--- config.mk ---
export PLATFORM = sky130hd
export DESIGN_NAME = beat_scene_sequencer_core
export DESIGN_NICKNAME = d
export VERILOG_FILES = /design/src/hdl/bss_pkg.sv /design/src/hdl/beat_scene_sequencer_core.sv
export SDC_FILE = /design/constraint.sdc
export NUM_CORES = 1
export LEC_CHECK = 0
export ABC_AREA = 1
export BUFFER_PORTS_ARGS = -buffer_cell sky130_fd_sc_hd__buf_4
export CAP_MARGIN = 40
export CORE_ASPECT_RATIO = 1.25
export CORE_UTILIZATION = 59
export CTS_BUF_LIST = sky130_fd_sc_hd__clkbuf_16
export DETAILED_ROUTE_END_ITERATION = 6
export HOLD_SLACK_MARGIN = 0.02
export PLACE_DENSITY = 0.85
export SLEW_MARGIN = 15
export SYNTH_ARGS = -nofsm -noshare
export SYNTH_HDL_FRONTEND = slang
export SYNTH_SLANG_ARGS = --single-unit
--- constraint.sdc ---
create_clock -name clk -period 9.7 [get_ports clk]
set_clock_uncertainty 0.2 [all_clocks]
set_input_delay 0.97 -clock clk [delete_from_list [all_inputs] [get_ports clk]]
set_output_delay 0.97 -clock clk [all_outputs]
set_load 0.1 [all_outputs]
--- src/hdl/bss_pkg.sv ---
// Shared types, command codes and constants of the beat scene sequencer.
`default_nettype none

package bss_pkg;

  // Default number of scenes in the rotation
  localparam int SceneCountDefault = 6;

  // Frame commands
  localparam logic [1:0] CMD_FRAME  = 2'd0;
  localparam logic [1:0] CMD_NEXT   = 2'd1;
  localparam logic [1:0] CMD_FREEZE = 2'd2;

  // Register indexes (word address bit 2 of the APB port)
  localparam logic REG_AREA_WIDTH  = 1'b0;
  localparam logic REG_AREA_HEIGHT = 1'b1;

  localparam logic [9:0] AREA_WIDTH_RESET  = 10'd320;
  localparam logic [9:0] AREA_HEIGHT_RESET = 10'd200;

  // Area limits
  localparam logic [9:0] MIN_WIDTH       = 10'd80;
  localparam logic [9:0] MIN_HEIGHT      = 10'd60;
  localparam logic [9:0] HEIGHT_MARGIN_AT = 10'd24;
  localparam logic [9:0] HEIGHT_MARGIN   = 10'd18;

  // Beat and scene thresholds
  localparam logic [7:0]  BEAT_THRESHOLD   = 8'd68;
  localparam logic [7:0]  STRONG_ONSET     = 8'd80;
  localparam logic [15:0] OLD_SCENE_AGE    = 16'd420;
  localparam logic [7:0]  DROP_ONSET       = 8'd55;
  localparam logic [15:0] DROP_MIN_AGE     = 16'd75;
  localparam logic [2:0]  DARK_DROP_SCENE  = 3'd5;
  localparam logic [2:0]  BLANK_FRAMES     = 3'd5;
  localparam logic [7:0]  BURST_ON_CHANGE  = 8'd100;

  // floor(x * 72 / 100) = (x * 47186) >> 16 for any 8-bit x
  localparam logic [23:0] DECAY_RECIP = 24'd47186;
  // floor(x / 3) = (x * 683) >> 11 for x up to 765
  localparam logic [19:0] THIRD_RECIP = 20'd683;

  typedef struct packed {
    logic [1:0] cmd;
    logic [7:0] bass_level;
    logic [7:0] mid_level;
    logic [7:0] treble_level;
    logic [7:0] onset_level;
  } frame_t;

  typedef struct packed {
    logic [2:0]  scene;
    logic        blanking;
    logic [2:0]  blank_left;
    logic        beat_seen;
    logic [15:0] beats;
    logic [15:0] scene_age;
    logic [7:0]  burst_level;
    logic [7:0]  hue_phase;
    logic [7:0]  orbit_phase;
    logic [7:0]  drift_phase;
    logic [7:0]  brush_phase_out;
    logic        is_frozen;
  } result_t;

endpackage

`default_nettype wire

--- src/hdl/beat_scene_sequencer_core.sv ---
// Beat scene sequencer: per-frame beat detection, scene rotation and phase accumulators.
//
// Usage: one beat on the frame channel per video frame (frame_valid / frame_stall,
// payload frame) carries a command and the bass, mid, treble and onset levels.
// Each beat yields exactly one beat on the result channel (result_valid /
// result_stall, payload result) holding the scene, blanking countdown, beat
// count, scene age, burst level, four phase accumulators and the freeze flag.
// The frame lands in an input register, then one short combinational pass
// updates the scene state and loads the result register. Throughput is one
// frame per cycle while the receiver does not stall; the scene state
// registers feed back directly, so back-to-back frames never wait on each other.
// When the receiver stalls, the result register holds and the input register
// absorbs one more frame before frame_stall rises.
// The APB port sets the drawing area (width at 0x0, height at 0x4); write it
// only while no frame is in flight. Reset (rst, synchronous) clears all scene
// state, empties both registers and restores the area to 320 by 200.
`default_nettype none

module beat_scene_sequencer_core
  import bss_pkg::*;
#(
  parameter int SCENE_COUNT = SceneCountDefault
) (
  input  wire logic        clk,
  input  wire logic        rst,
  // frame channel
  input  wire logic        frame_valid,
  output logic             frame_stall,
  input  wire frame_t      frame,
  // result channel
  output logic             result_valid,
  input  wire logic        result_stall,
  output result_t          result,
  // APB configuration port
  input  wire logic        psel,
  input  wire logic        penable,
  input  wire logic        pwrite,
  input  wire logic [2:0]  paddr,
  input  wire logic [31:0] pwdata,
  output logic [31:0]      prdata,
  output logic             pready
);

  localparam logic [3:0] SceneWrap = 4'(SCENE_COUNT);

  // Configuration registers
  logic [9:0] area_width;
  logic [9:0] area_height;

  // Scene state
  logic [2:0]  scene_reg;
  logic [15:0] age_reg;
  logic [15:0] beat_reg;
  logic [7:0]  burst_reg;
  logic [7:0]  prev_onset;
  logic [2:0]  blank_count;
  logic [7:0]  phase_regs [4];
  logic        freeze_flag;

  logic [2:0]  scene_next;
  logic [15:0] age_next;
  logic [15:0] beat_next;
  logic [7:0]  burst_next;
  logic [7:0]  prev_onset_next;
  logic [2:0]  blank_next;
  logic [7:0]  phase_next [4];
  logic        freeze_next;
  logic        blanking_now;
  logic        beat_now;

  // Input register
  frame_t held;
  logic   held_valid;

  logic advance;
  logic take;
  logic fire;

  logic [9:0]  usable_h;
  logic        area_ok;
  logic [3:0]  scene_inc;
  logic [2:0]  scene_step;
  logic [9:0]  band_sum;
  logic [19:0] third_prod;
  logic [7:0]  energy;

  // APB: always ready, write on the access phase
  assign pready = 1'b1;

  always_ff @(posedge clk) begin
    if (rst) begin
      area_width  <= AREA_WIDTH_RESET;
      area_height <= AREA_HEIGHT_RESET;
    end else if (psel && penable && pwrite) begin
      case (paddr[2])
        REG_AREA_WIDTH:  area_width  <= pwdata[9:0];
        REG_AREA_HEIGHT: area_height <= pwdata[9:0];
        default: ;
      endcase
    end
  end

  always_comb begin
    case (paddr[2])
      REG_AREA_WIDTH:  prdata = {22'd0, area_width};
      REG_AREA_HEIGHT: prdata = {22'd0, area_height};
      default:         prdata = 32'd0;
    endcase
  end

  // Handshake: the result register frees when empty or taken
  assign advance     = !result_valid || !result_stall;
  assign fire        = held_valid && advance;
  assign frame_stall = held_valid && !advance;
  assign take        = frame_valid && !frame_stall;

  always_ff @(posedge clk) begin
    if (rst) begin
      held_valid <= 1'b0;
    end else if (take) begin
      held_valid <= 1'b1;
    end else if (fire) begin
      held_valid <= 1'b0;
    end
  end

  always_ff @(posedge clk) begin
    if (take) begin
      held <= frame;
    end
  end

  // Area check and shared helpers
  assign usable_h   = (area_height > HEIGHT_MARGIN_AT) ? (area_height - HEIGHT_MARGIN)
                                                       : area_height;
  assign area_ok    = (area_width >= MIN_WIDTH) && (usable_h >= MIN_HEIGHT);
  assign scene_inc  = {1'b0, scene_reg} + 4'd1;
  assign scene_step = (scene_inc >= SceneWrap) ? 3'd0 : scene_inc[2:0];
  assign band_sum   = {2'd0, held.bass_level} + {2'd0, held.mid_level}
                    + {2'd0, held.treble_level};
  assign third_prod = {10'd0, band_sum} * THIRD_RECIP;
  assign energy     = third_prod[18:11];

  // Frame update
  always_comb begin
    logic [7:0]  burst_mid;
    logic [23:0] decay_prod;
    scene_next      = scene_reg;
    age_next        = age_reg;
    beat_next       = beat_reg;
    burst_mid       = burst_reg;
    burst_next      = burst_reg;
    prev_onset_next = prev_onset;
    blank_next      = blank_count;
    phase_next      = phase_regs;
    freeze_next     = freeze_flag;
    blanking_now    = 1'b0;
    beat_now        = 1'b0;
    decay_prod      = 24'd0;
    case (held.cmd)
      CMD_NEXT: begin
        scene_next = scene_step;
        age_next   = 16'd0;
        blank_next = BLANK_FRAMES;
        burst_next = BURST_ON_CHANGE;
      end
      CMD_FREEZE: begin
        freeze_next = !freeze_flag;
      end
      CMD_FRAME: begin
        if (!freeze_flag && area_ok) begin
          // count the rising onset edge, advance the scene every eighth beat or on a strong onset in an old scene
          if (held.onset_level > BEAT_THRESHOLD && prev_onset <= BEAT_THRESHOLD) begin
            beat_now  = 1'b1;
            beat_next = beat_reg + 16'd1;
            if (beat_next[2:0] == 3'd0 ||
                (age_reg > OLD_SCENE_AGE && held.onset_level > STRONG_ONSET)) begin
              scene_next = scene_step;
              age_next   = 16'd0;
              blank_next = BLANK_FRAMES;
              burst_mid  = BURST_ON_CHANGE;
            end
          end
          prev_onset_next = held.onset_level;

          // hold the peak, else decay by 72/100
          decay_prod = {16'd0, burst_mid} * DECAY_RECIP;
          burst_next = (held.onset_level > burst_mid) ? held.onset_level
                                                      : decay_prod[23:16];

          phase_next[0] = phase_regs[0] + 8'd1 + {5'd0, held.treble_level[7:5]};
          phase_next[1] = phase_regs[1] + 8'd2 + {4'd0, held.bass_level[7:4]};
          phase_next[2] = phase_regs[2] + 8'd1 + {5'd0, energy[7:5]};
          phase_next[3] = phase_regs[3] + 8'd2 + {4'd0, held.treble_level[7:4]};
          age_next      = age_next + 16'd1;

          // blank, or drop out of the dark scene
          if (blank_next != 3'd0) begin
            blanking_now = 1'b1;
            blank_next   = blank_next - 3'd1;
          end else if (scene_next >= DARK_DROP_SCENE) begin
            if (age_next > DROP_MIN_AGE && held.onset_level > DROP_ONSET) begin
              scene_next = 3'd0;
              age_next   = 16'd0;
              blank_next = BLANK_FRAMES;
              burst_next = BURST_ON_CHANGE;
            end
          end
        end
      end
      default: ;
    endcase
  end

  // Commit state on each processed beat
  always_ff @(posedge clk) begin
    if (rst) begin
      scene_reg   <= 3'd0;
      age_reg     <= 16'd0;
      beat_reg    <= 16'd0;
      burst_reg   <= 8'd0;
      prev_onset  <= 8'd0;
      blank_count <= 3'd0;
      phase_regs  <= '{default: 8'd0};
      freeze_flag <= 1'b0;
    end else if (fire) begin
      scene_reg   <= scene_next;
      age_reg     <= age_next;
      beat_reg    <= beat_next;
      burst_reg   <= burst_next;
      prev_onset  <= prev_onset_next;
      blank_count <= blank_next;
      phase_regs  <= phase_next;
      freeze_flag <= freeze_next;
    end
  end

  // Result register
  always_ff @(posedge clk) begin
    if (rst) begin
      result_valid <= 1'b0;
    end else if (advance) begin
      result_valid <= held_valid;
    end
  end

  always_ff @(posedge clk) begin
    if (fire) begin
      result.scene           <= scene_next;
      result.blanking        <= blanking_now;
      result.blank_left      <= blank_next;
      result.beat_seen       <= beat_now;
      result.beats           <= beat_next;
      result.scene_age       <= age_next;
      result.burst_level     <= burst_next;
      result.hue_phase       <= phase_next[0];
      result.orbit_phase     <= phase_next[1];
      result.drift_phase     <= phase_next[2];
      result.brush_phase_out <= phase_next[3];
      result.is_frozen       <= freeze_next;
    end
  end

  // Checks
  a_scene_range: assert property (@(posedge clk) disable iff (rst)
    {1'b0, scene_reg} < SceneWrap)
    else $error("scene out of range");

  a_blank_range: assert property (@(posedge clk) disable iff (rst)
    blank_count <= BLANK_FRAMES)
    else $error("blanking countdown out of range");

  a_state_hold: assert property (@(posedge clk) disable iff (rst)
    result_valid && result_stall |=> $stable(scene_reg) && $stable(beat_reg)
                                     && $stable(age_reg))
    else $error("scene state moved while the result was stalled");

  a_stall_full: assert property (@(posedge clk) disable iff (rst)
    frame_stall |-> held_valid && result_valid)
    else $error("frame stalled with room to spare");

endmodule

`default_nettype wire
* Word-level counts from Yosys, hierarchy flattened
Index checks and enable logic that the tools add are counted.
** Storage, ports and cells
- Register bits after elaboration :: 224
- Bits of input ports :: 76
- Output and inout bits :: 116
- Word-level logic and storage cells :: 139
** Cells by class
- Add/subtract/negate cells :: 15
- Multiply operators :: 2
- Magnitude comparators :: 12
- Equality and inequality tests :: 2
- Multiplexer cells :: 50
- Bitwise operators :: 1
- Reductions and logical operators :: 25
** Operators with widths (count)
- $mux W16 :: 11
- $mux W8 :: 9
- $mux W32 :: 2
- $pmux W32 S2 :: 1
- $mux W3 :: 17
- $add A16 B1 Y16 const B :: 2
- $pmux W16 S2 :: 1
- $mul A8 B15 Y23 const B :: 1
- $mul A10 B10 Y19 const B :: 1
- $add A8 B1 Y8 const B :: 2
- $add A8 B2 Y8 const B :: 2
- $add A8 B3 Y8 :: 2
- $add A8 B4 Y8 :: 2
- $gt A16 B7 Y1 const B :: 1
- $gt A16 B9 Y1 const B :: 1
- $gt A8 B7 Y1 const B :: 2
- $pmux W8 S2 :: 1
- $pmux W3 S2 :: 2
- $add A9 B8 Y10 :: 1
- $ge A10 B6 Y1 const B :: 1
- $ge A10 B7 Y1 const B :: 1
- $gt A10 B5 Y1 const B :: 1
- $logic_and A1 B1 Y1 :: 10
- $mux W10 :: 1
- other kinds (21) :: 32

* Depth between registers and ports, before layout
Gate-level depths: netlist (run 1).
- Depth after elaboration :: 15
- Mapped depth :: 37
- Mapped depth without buffers :: 37

* Least setup slack after synthesis (run 1)
Ideal clock, no wire load.
- Path kind :: register to register
- From :: reg held[17] (netlist name)
- To :: reg phase_regs[14] (netlist name)
- Setup time :: 0.115 ns
- Arrival time :: 6.688 ns
- Required time :: 9.385 ns
- Path slack :: 2.697 ns
- Cell stages (with the launch flop) :: 38
- Buffers on the path :: 0
- Clock period less this slack :: 7.003 ns
- Cells stage by stage :: edfxtp_1 > inv_1 > fa_1 > inv_1 > ha_1 > inv_1 > fa_1 > nand3b_1 > and2_1 > or2_2 > nand2_1 > a21oi_1 > nor2_1 > nor2_1 > nor2_1 > ha_1 > ha_1 > inv_1 > [... 2 more ...] > fa_1 > ha_1 > ha_1 > a21oi_1 > o21ai_0 > a21oi_1 > o221ai_1 > xnor2_1 > ha_1 > inv_1 > fa_1 > a21oi_1 > nor2_1 > nand2_1 > nor2_1 > xor2_1 > o21ai_0 > inv_1
** RTL lines
- start, declared :: RTL line beat_scene_sequencer_core.sv:72 : frame_t held;
- start signal, assigned :: RTL line beat_scene_sequencer_core.sv:129 : held <= frame;
- end signal, assigned :: RTL line beat_scene_sequencer_core.sv:233 : phase_regs <= phase_next;
- end, declared :: RTL line beat_scene_sequencer_core.sv:57 : logic [7:0] phase_regs [4];

==> impl_metrics.json, run 1 <==
{
  "drc": 0,
  "cts_root_buffer": "clkbuf_16",
  "max_slew.worst_pin.slew_ps": 903,
  "grt_pass1_wl_um": 57700,
  "grt_max_degree": 79,
  "period_needed_ps": 7950,
  "crit_path_top_delay_cell": "fa_1",
  "cp_data_required_time_ps": 9920,
  "io_buffers": 144,
  "final_common_cell": "nand2_1",
  "dp_hpwl_um": 26000,
  "syn_area_mm2": 0.0151,
  "top_regs": "result (81), held (34), phase_regs (32)",
  "synthAdderAreaFrac_pct": 20.0,
  "ys_warn_count": 0,
  "n_fill_cell": 1981,
  "synth_mux_area_share_pct": 0,
  "synth.avg_cell_area_um2": 8.16,
  "crit_path_start": "held[11]$_DFFE_PP_",
  "hold_class": "reg -> reg",
  "synth_xor_area_share_pct": 2.96,
  "drtAntennaViolNets": 0,
  "place.gp.congestion": 0.956,
  "path_class": "reg -> reg",
  "first_global_vias": 12500,
  "drt_first_pass_iters": 6,
  "antenna_found_initial": 0,
  "drv_cap": 0,
  "drive_gt1_share_pct": 10.9,
  "final_hold_viol_count": 0,
  "ys_seq_area_share_pct": 37.3,
  "cts_resized": 0,
  "crit_path_start_kind": "register",
  "synth_top_family_by_area": "adder cells",
  "leakage_nw": 8.72,
  "status": "finished, final reports clean",
  "synthSimpleGateAreaFrac_pct": 16.8,
  "tns_ps": 0,
  "cts_buffer_depth": 3,
  "synth_compound_area_share_pct": 11.8,
  "largest_register_ffs": 81,
  "cts_hold_buffers": 0,
  "netlist-cell-type-count": 49,
  "vias": 12500,
  "cts_sinks": 224,
  "regMostFlops": "result",
  "std_cell_rows": 65,
  "routed_via_density": 5.38,
  "fmax_ghz": 0.126,
  "p_per_area_mw_per_mm2": 308,
  "synth_ff_type": "edfxtp_1",
  "wl_per_cell_um": 15.1,
  "die_h_um": 181,
  "final-setup-viol-count": 0,
  "ir_drop_v": 0.000284,
  "fin_nets": 2265,
  "crit_arrival_ps": 8170,
  "rsz0062_at_grt": "false",
  "cts_buffers": 24,
  "insertion_delay_ps": 530,
  "ys_ff_latch": 224,
  "first_iter_violations": 700,
  "crit_path_max_incr_delay_ps": 510,
  "synth_edf_count": 115,
  "synthArstFlopShare_pct": 0,
  "r2r_start": "held[11]$_DFFE_PP_",
  "cts_tree": "built",
  "period_share_pct": 82.0,
  "post_cts_buffers": 0,
  "h-tree-depth": 1,
  "fp.dieArea_mm2": 0.0262,
  "core-area_mm2": 0.0252,
  "utilization_pct": 68.4,
  "ioPinCount": 192,
  "gr-usage-all-layers_pct": 27.0,
  "cp_max_fo": 4,
  "clk_pin_slew_ps": 60,
  "chipWidth_um": 145,
  "grt_overflow": 0,
  "min-delay-start": "phase_regs[4]$_SDFFE_PP0P_",
  "end_kind": "register",
  "insertedDiodeCount": 0,
  "drv_slew": 0,
  "routed_wl_um": 35300,
  "area_growth_syn_to_layout_pct": 14.2,
  "start_util_pct": 59.9,
  "most-common-layout-cells": "354 x nand2_1, 336 x inv_1, 161 x a21oi_1, 161 x ha_1, 152 x buf_4",
  "slew_headroom_pct": 39.8,
  "syn_inst": 1850
}
-- routing by layer --
| metal | part of all wire [%] | vias up | GRT usage [%] |
|---|---|---|---|
| met2 | 52 | 405 | 50.4 |
| met1 | 39 | 5839 | 30.5 |
| li1 | - | 6196 | - |
| met5 | 0 | - | 0 |
| met3 | 5.3 | 106 | 3.28 |
| met4 | 3.5 | 0 | 12.1 |
-- power by group --
| group | internal, W | switching, W | leakage (nW) |
|---|---|---|---|
| Clock | 0.000523 | 0.000391 | 0.394 |
| Sequential | 0.00108 | 0.0000431 | 2.00 |
| Combinational | 0.00122 | 0.00206 | 6.32 |
-- logic make-up (layout without fill, tap and decap cells) --
family                   count (synthesis)  after routing
AND/OR/NAND/NOR                        606            606
other                                    2             23
AO/OA/AOI/OAI                          339            339
XOR/XNOR                                51             51
adder cells (fa/ha/maj)                211            211
flip-flops                             224            224
buffers and inverters                  417            542
-- synthesized netlist by cell type, types with 7 or more instances --
| library cell | n | area share (%) |
|---|---|---|
| xnor2_1 | 7 | 0.41 |
| o21ai_0 | 127 | 4.2 |
| nand3_1 | 71 | 2.4 |
| clkbuf_1 | 45 | 1.1 |
| dfxtp_1 | 109 | 14 |
| edfxtp_1 | 115 | 23 |
| buf_4 | 24 | 1.2 |
| fa_1 | 50 | 6.6 |
| o21ai_1 | 23 | 0.76 |
| inv_1 | 333 | 8.3 |
| nand2_1 | 354 | 8.8 |
| nand4_1 | 16 | 0.66 |
| ha_1 | 161 | 13 |
| nor3_1 | 14 | 0.46 |
| a21oi_1 | 161 | 5.3 |
| xor2_1 | 44 | 2.6 |
| nor2_1 | 124 | 3.1 |
-- layout make-up --
| class | instances | area, um2 | share of cell area [%] |
|---|---|---|---|
| Multi-Input combinational cell | 1230 | 7870 | 45.6 |
| Sequential cell | 224 | 5640 | 32.7 |
| Inverter | 341 | 1280 | 7.42 |
| Timing Repair Buffer | 157 | 1250 | 7.27 |
| Clock buffer | 25 | 626 | 3.63 |
| Tap cell | 335 | 419 | 2.43 |
| Clock inverter | 19 | 160 | 0.929 |
-- critical path: cells and delay by family (launching register included) --
family,cells,cell delay [ps]
adders and majority gates,10,3960
AOI/OAI and AO/OA,10,1630
xor gates and xnor gates,3,810
and+or+nand+nor,5,470
DFF,1,400
buffers and inverters,5,360
-- final timing paths --
path	to	slack, ps	cells after the start
setup / recovery	phase_regs[14]$_SDFFE_PP0P_	1750	33
hold / removal	phase_regs[4]$_SDFFE_PP0P_	270	2
setup reg to reg	phase_regs[14]$_SDFFE_PP0P_	1750	33
hold reg to reg	phase_regs[4]$_SDFFE_PP0P_	270	2
-- per-stage QoR --
| step | instance area, um2 | instances | setup WS [ps] | total power [W] | hold WS, ps |
|---|---|---|---|---|---|
| floorplan | 15200 | 1871 | 2700 | 0.00362 | 243 |
| global placement | 16300 | 2281 | 2000 | 0.00425 | 255 |
| detailed placement | 16500 | 2287 | 1880 | 0.00435 | 264 |
| CTS | 17200 | 2331 | 1770 | 0.00530 | 273 |
| global route | 17200 | 2331 | 1340 | 0.00581 | 292 |
| finish | 17200 | 2331 | 1750 | 0.00531 | 272 |
Note: power is estimated with default switching activity, not from simulation.
==> run 2: changes to the inputs <==
--- a/config.mk
+++ b/config.mk
@@ -5,7 +5,7 @@
 export SDC_FILE = /design/constraint.sdc
 export NUM_CORES = 1
 export LEC_CHECK = 0
-export ABC_AREA = 1
+export ABC_AREA = 0
 export BUFFER_PORTS_ARGS = -buffer_cell sky130_fd_sc_hd__buf_4
 export CAP_MARGIN = 40
 export CORE_ASPECT_RATIO = 1.25
==> constraint.sdc (replaced) <==
create_clock -name clk -period 8.1 [get_ports clk]
set_clock_uncertainty 0.2 [all_clocks]
set_input_delay 0.81 -clock clk [delete_from_list [all_inputs] [get_ports clk]]
set_output_delay 0.81 -clock clk [all_outputs]
set_load 0.1 [all_outputs]
==> impl_metrics.json, run 2 <==
{
  "syn_inst": 1540,
  "ys_warn_count": 0,
  "top_regs": "result (81), held (34), phase_regs (32)",
  "place.gp.congestion": 0.916,
  "area_growth_syn_to_layout_pct": 13.8,
  "path_class": "reg -> reg",
  "synth.avg_cell_area_um2": 9.55,
  "drv_cap": 0,
  "utilization_pct": 68.3,
  "ir_drop_v": 0.000381,
  "largest_register_ffs": 81,
  "synth_area_leader_cell": "edfxtp_1",
  "synth_ff_type": "edfxtp_1",
  "period_needed_ps": 7740,
  "crit_family": "adder cells",
  "fp.dieArea_mm2": 0.0256,
  "dp_hpwl_um": 24200,
  "hold_class": "reg -> reg",
  "start_util_pct": 60.0,
  "cts_buffers": 23,
  "status": "finished, final reports clean",
  "fin_nets": 1947,
  "yosys-top-cells-area": "edfxtp_1 23%, dfxtp_1 15%, ha_1 14%, fa_1 6.8%, nand2_1 4.8%",
  "core-area_mm2": 0.0245,
  "path_buf_inv": 8,
  "synthArstFlopShare_pct": 0,
  "fin_area_mm2": 0.0167,
  "syn_area_mm2": 0.0147,
  "insertion_delay_ps": 520,
  "end_kind": "register",
  "drc": 0,
  "antenna_found_initial": 1,
  "period_share_pct": 95.5,
  "crit_arrival_ps": 7800,
  "vias": 11500,
  "clk_pin_slew_ps": 60,
  "final_common_cell": "nand2_1",
  "synth_edf_count": 115,
  "ioPinCount": 192,
  "regMostFlops": "result",
  "fmax_ghz": 0.129,
  "synth_top_area_share_pct": 23.5,
  "cp_max_fo": 3,
  "crit_path_top_delay_cell": "fa_1",
  "cts_sinks": 224,
  "routed_via_density": 5.73,
  "leakage_nw": 7.42,
  "crit_path_max_incr_delay_ps": 530,
  "ys_seq_area_share_pct": 38.3,
  "cts_tree": "built",
  "chipWidth_um": 143,
  "first_iter_violations": 697,
  "crit_path_start_kind": "register",
  "placed_cell_area_mm2": 0.0160,
  "netlist-cell-type-count": 70,
  "drive_gt1_share_pct": 14.3,
  "p_per_area_mw_per_mm2": 310,
  "die_h_um": 178,
  "std_cell_rows": 64,
  "cts_buffer_depth": 3,
  "io_buffers": 144,
  "most-common-layout-cells": "187 x nand2_1, 162 x buf_4, 161 x ha_1, 150 x inv_1, 115 x edfxtp_1",
  "h-tree-depth": 1,
  "slew_headroom_pct": 47.5,
  "grt_max_degree": 62,
  "total_power_w": 0.00519,
  "drt_first_pass_iters": 5,
  "synth_most_common_cell": "nand2_1",
  "gr-usage-all-layers_pct": 26.1,
  "wl_per_cell_um": 16.4,
  "routed_wl_um": 32900,
  "first_global_vias": 11300,
  "cts_root_buffer": "clkbuf_16",
  "max_slew.worst_pin.slew_ps": 786,
  "drv_slew": 0,
  "grt_overflow": 0,
  "cp_data_required_time_ps": 8160,
  "final-setup-viol-count": 0,
  "critPathMostFrequentCell": "inv_1",
  "final_hold_viol_count": 0,
  "synth_commonest_cells": "187 x nand2_1, 161 x ha_1, 144 x inv_1",
  "drtAntennaViolNets": 0,
  "grt_pass1_wl_um": 53000,
  "ys_ff_latch": 224
}
run 2: cell types whose count changed after synthesis, moves of 37 or more:
| cell | change |
|---|---|
| nand2_1 | -167 |
| a21oi_1 | -82 |
| o21ai_0 | -77 |
| nand3_1 | -37 |
| inv_1 | -189 |
| xnor2_1 | +46 |
run 2: routing by layer:
layer | share of wire (%) | wire (um) | vias up | GRT usage [%]
met5 | 0 | 0 | - | 0
met4 | 3.7 | 1230 | 0 | 11.3
met3 | 6.9 | 2260 | 104 | 5.10
met2 | 50 | 16600 | 401 | 46.7
met1 | 39 | 12800 | 5456 | 30.2
li1 | - | - | 5548 | -
run 2: logic make-up (layout without fill, tap and decap cells):
logic type	count (synthesis)	after routing	share of synthesized area [%]
muxes	20	20	1.48
other	2	24	0.0511
AOI/OAI and AO/OA	285	285	12.8
and+or+nand+nor	477	477	14.9
buffers and inverters	236	352	6.85
xor gates and xnor gates	85	85	5.06
DFF	224	224	38.3
adders and majority gates	211	211	20.5
run 2: final cells by class:
class | instances | area, um2
multi-input combinational | 1101 | 8200
fill | 1855 | 7770
sequential | 224 | 5640
timing repair buffer | 166 | 1260
clock buffer | 23 | 576
inverter | 144 | 543
tap | 330 | 413
clock inverter | 19 | 97.6
antenna | 1 | 2.50
run 2: worst paths after layout:
| kind | end | slack (ps) | depth (start not counted) | from |
|---|---|---|---|---|
| hold reg to reg | prev_onset[4]$_SDFFE_PP0P_ | 250 | 2 | prev_onset[4]$_SDFFE_PP0P_ |
| setup reg to reg | result[16]$_DFFE_PP_ | 360 | 37 | held[25]$_DFFE_PP_ |
| setup / recovery | result[16]$_DFFE_PP_ | 360 | 37 | held[25]$_DFFE_PP_ |
| hold / removal | prev_onset[4]$_SDFFE_PP0P_ | 250 | 2 | prev_onset[4]$_SDFFE_PP0P_ |
run 2: timing repair:
item                                    4_1_cts  5_1_grt
pin swaps                                     0        6
gates resized for setup                       1       12
buffers inserted                              0        4
hold buffers                                  0        0
endpoints found under the setup margin        1       11
run 2: where the power goes:
part | switching (W) | total, W | internal, W
clock | 0.000440 | 0.000959 | 0.000519
combinational | 0.00171 | 0.00293 | 0.00122
sequential | 0.0000365 | 0.00130 | 0.00126
total | 0.00219 | 0.00519 | 0.00300
run 2: worst min-delay path, cell delays in order (launching register included):
cell and delay (ps):
dfxtp_1 310, nand2_1 50, a21oi_1 50
run 2: through the flow:
stage / setup WS (ps) / hold WS, ps / instances / setup TNS [ps]
2_1_floorplan: 706 / 233 / 1561 / 0
3_3_place_gp: 289 / 240 / 1957 / 0
3_5_place_dp: -3.89 / 246 / 1960 / -3.89
4_1_cts: 60.5 / 251 / 2002 / 0
5_1_grt: -71.5 / 249 / 2008 / -160
6_report: 364 / 254 / 2008 / 0
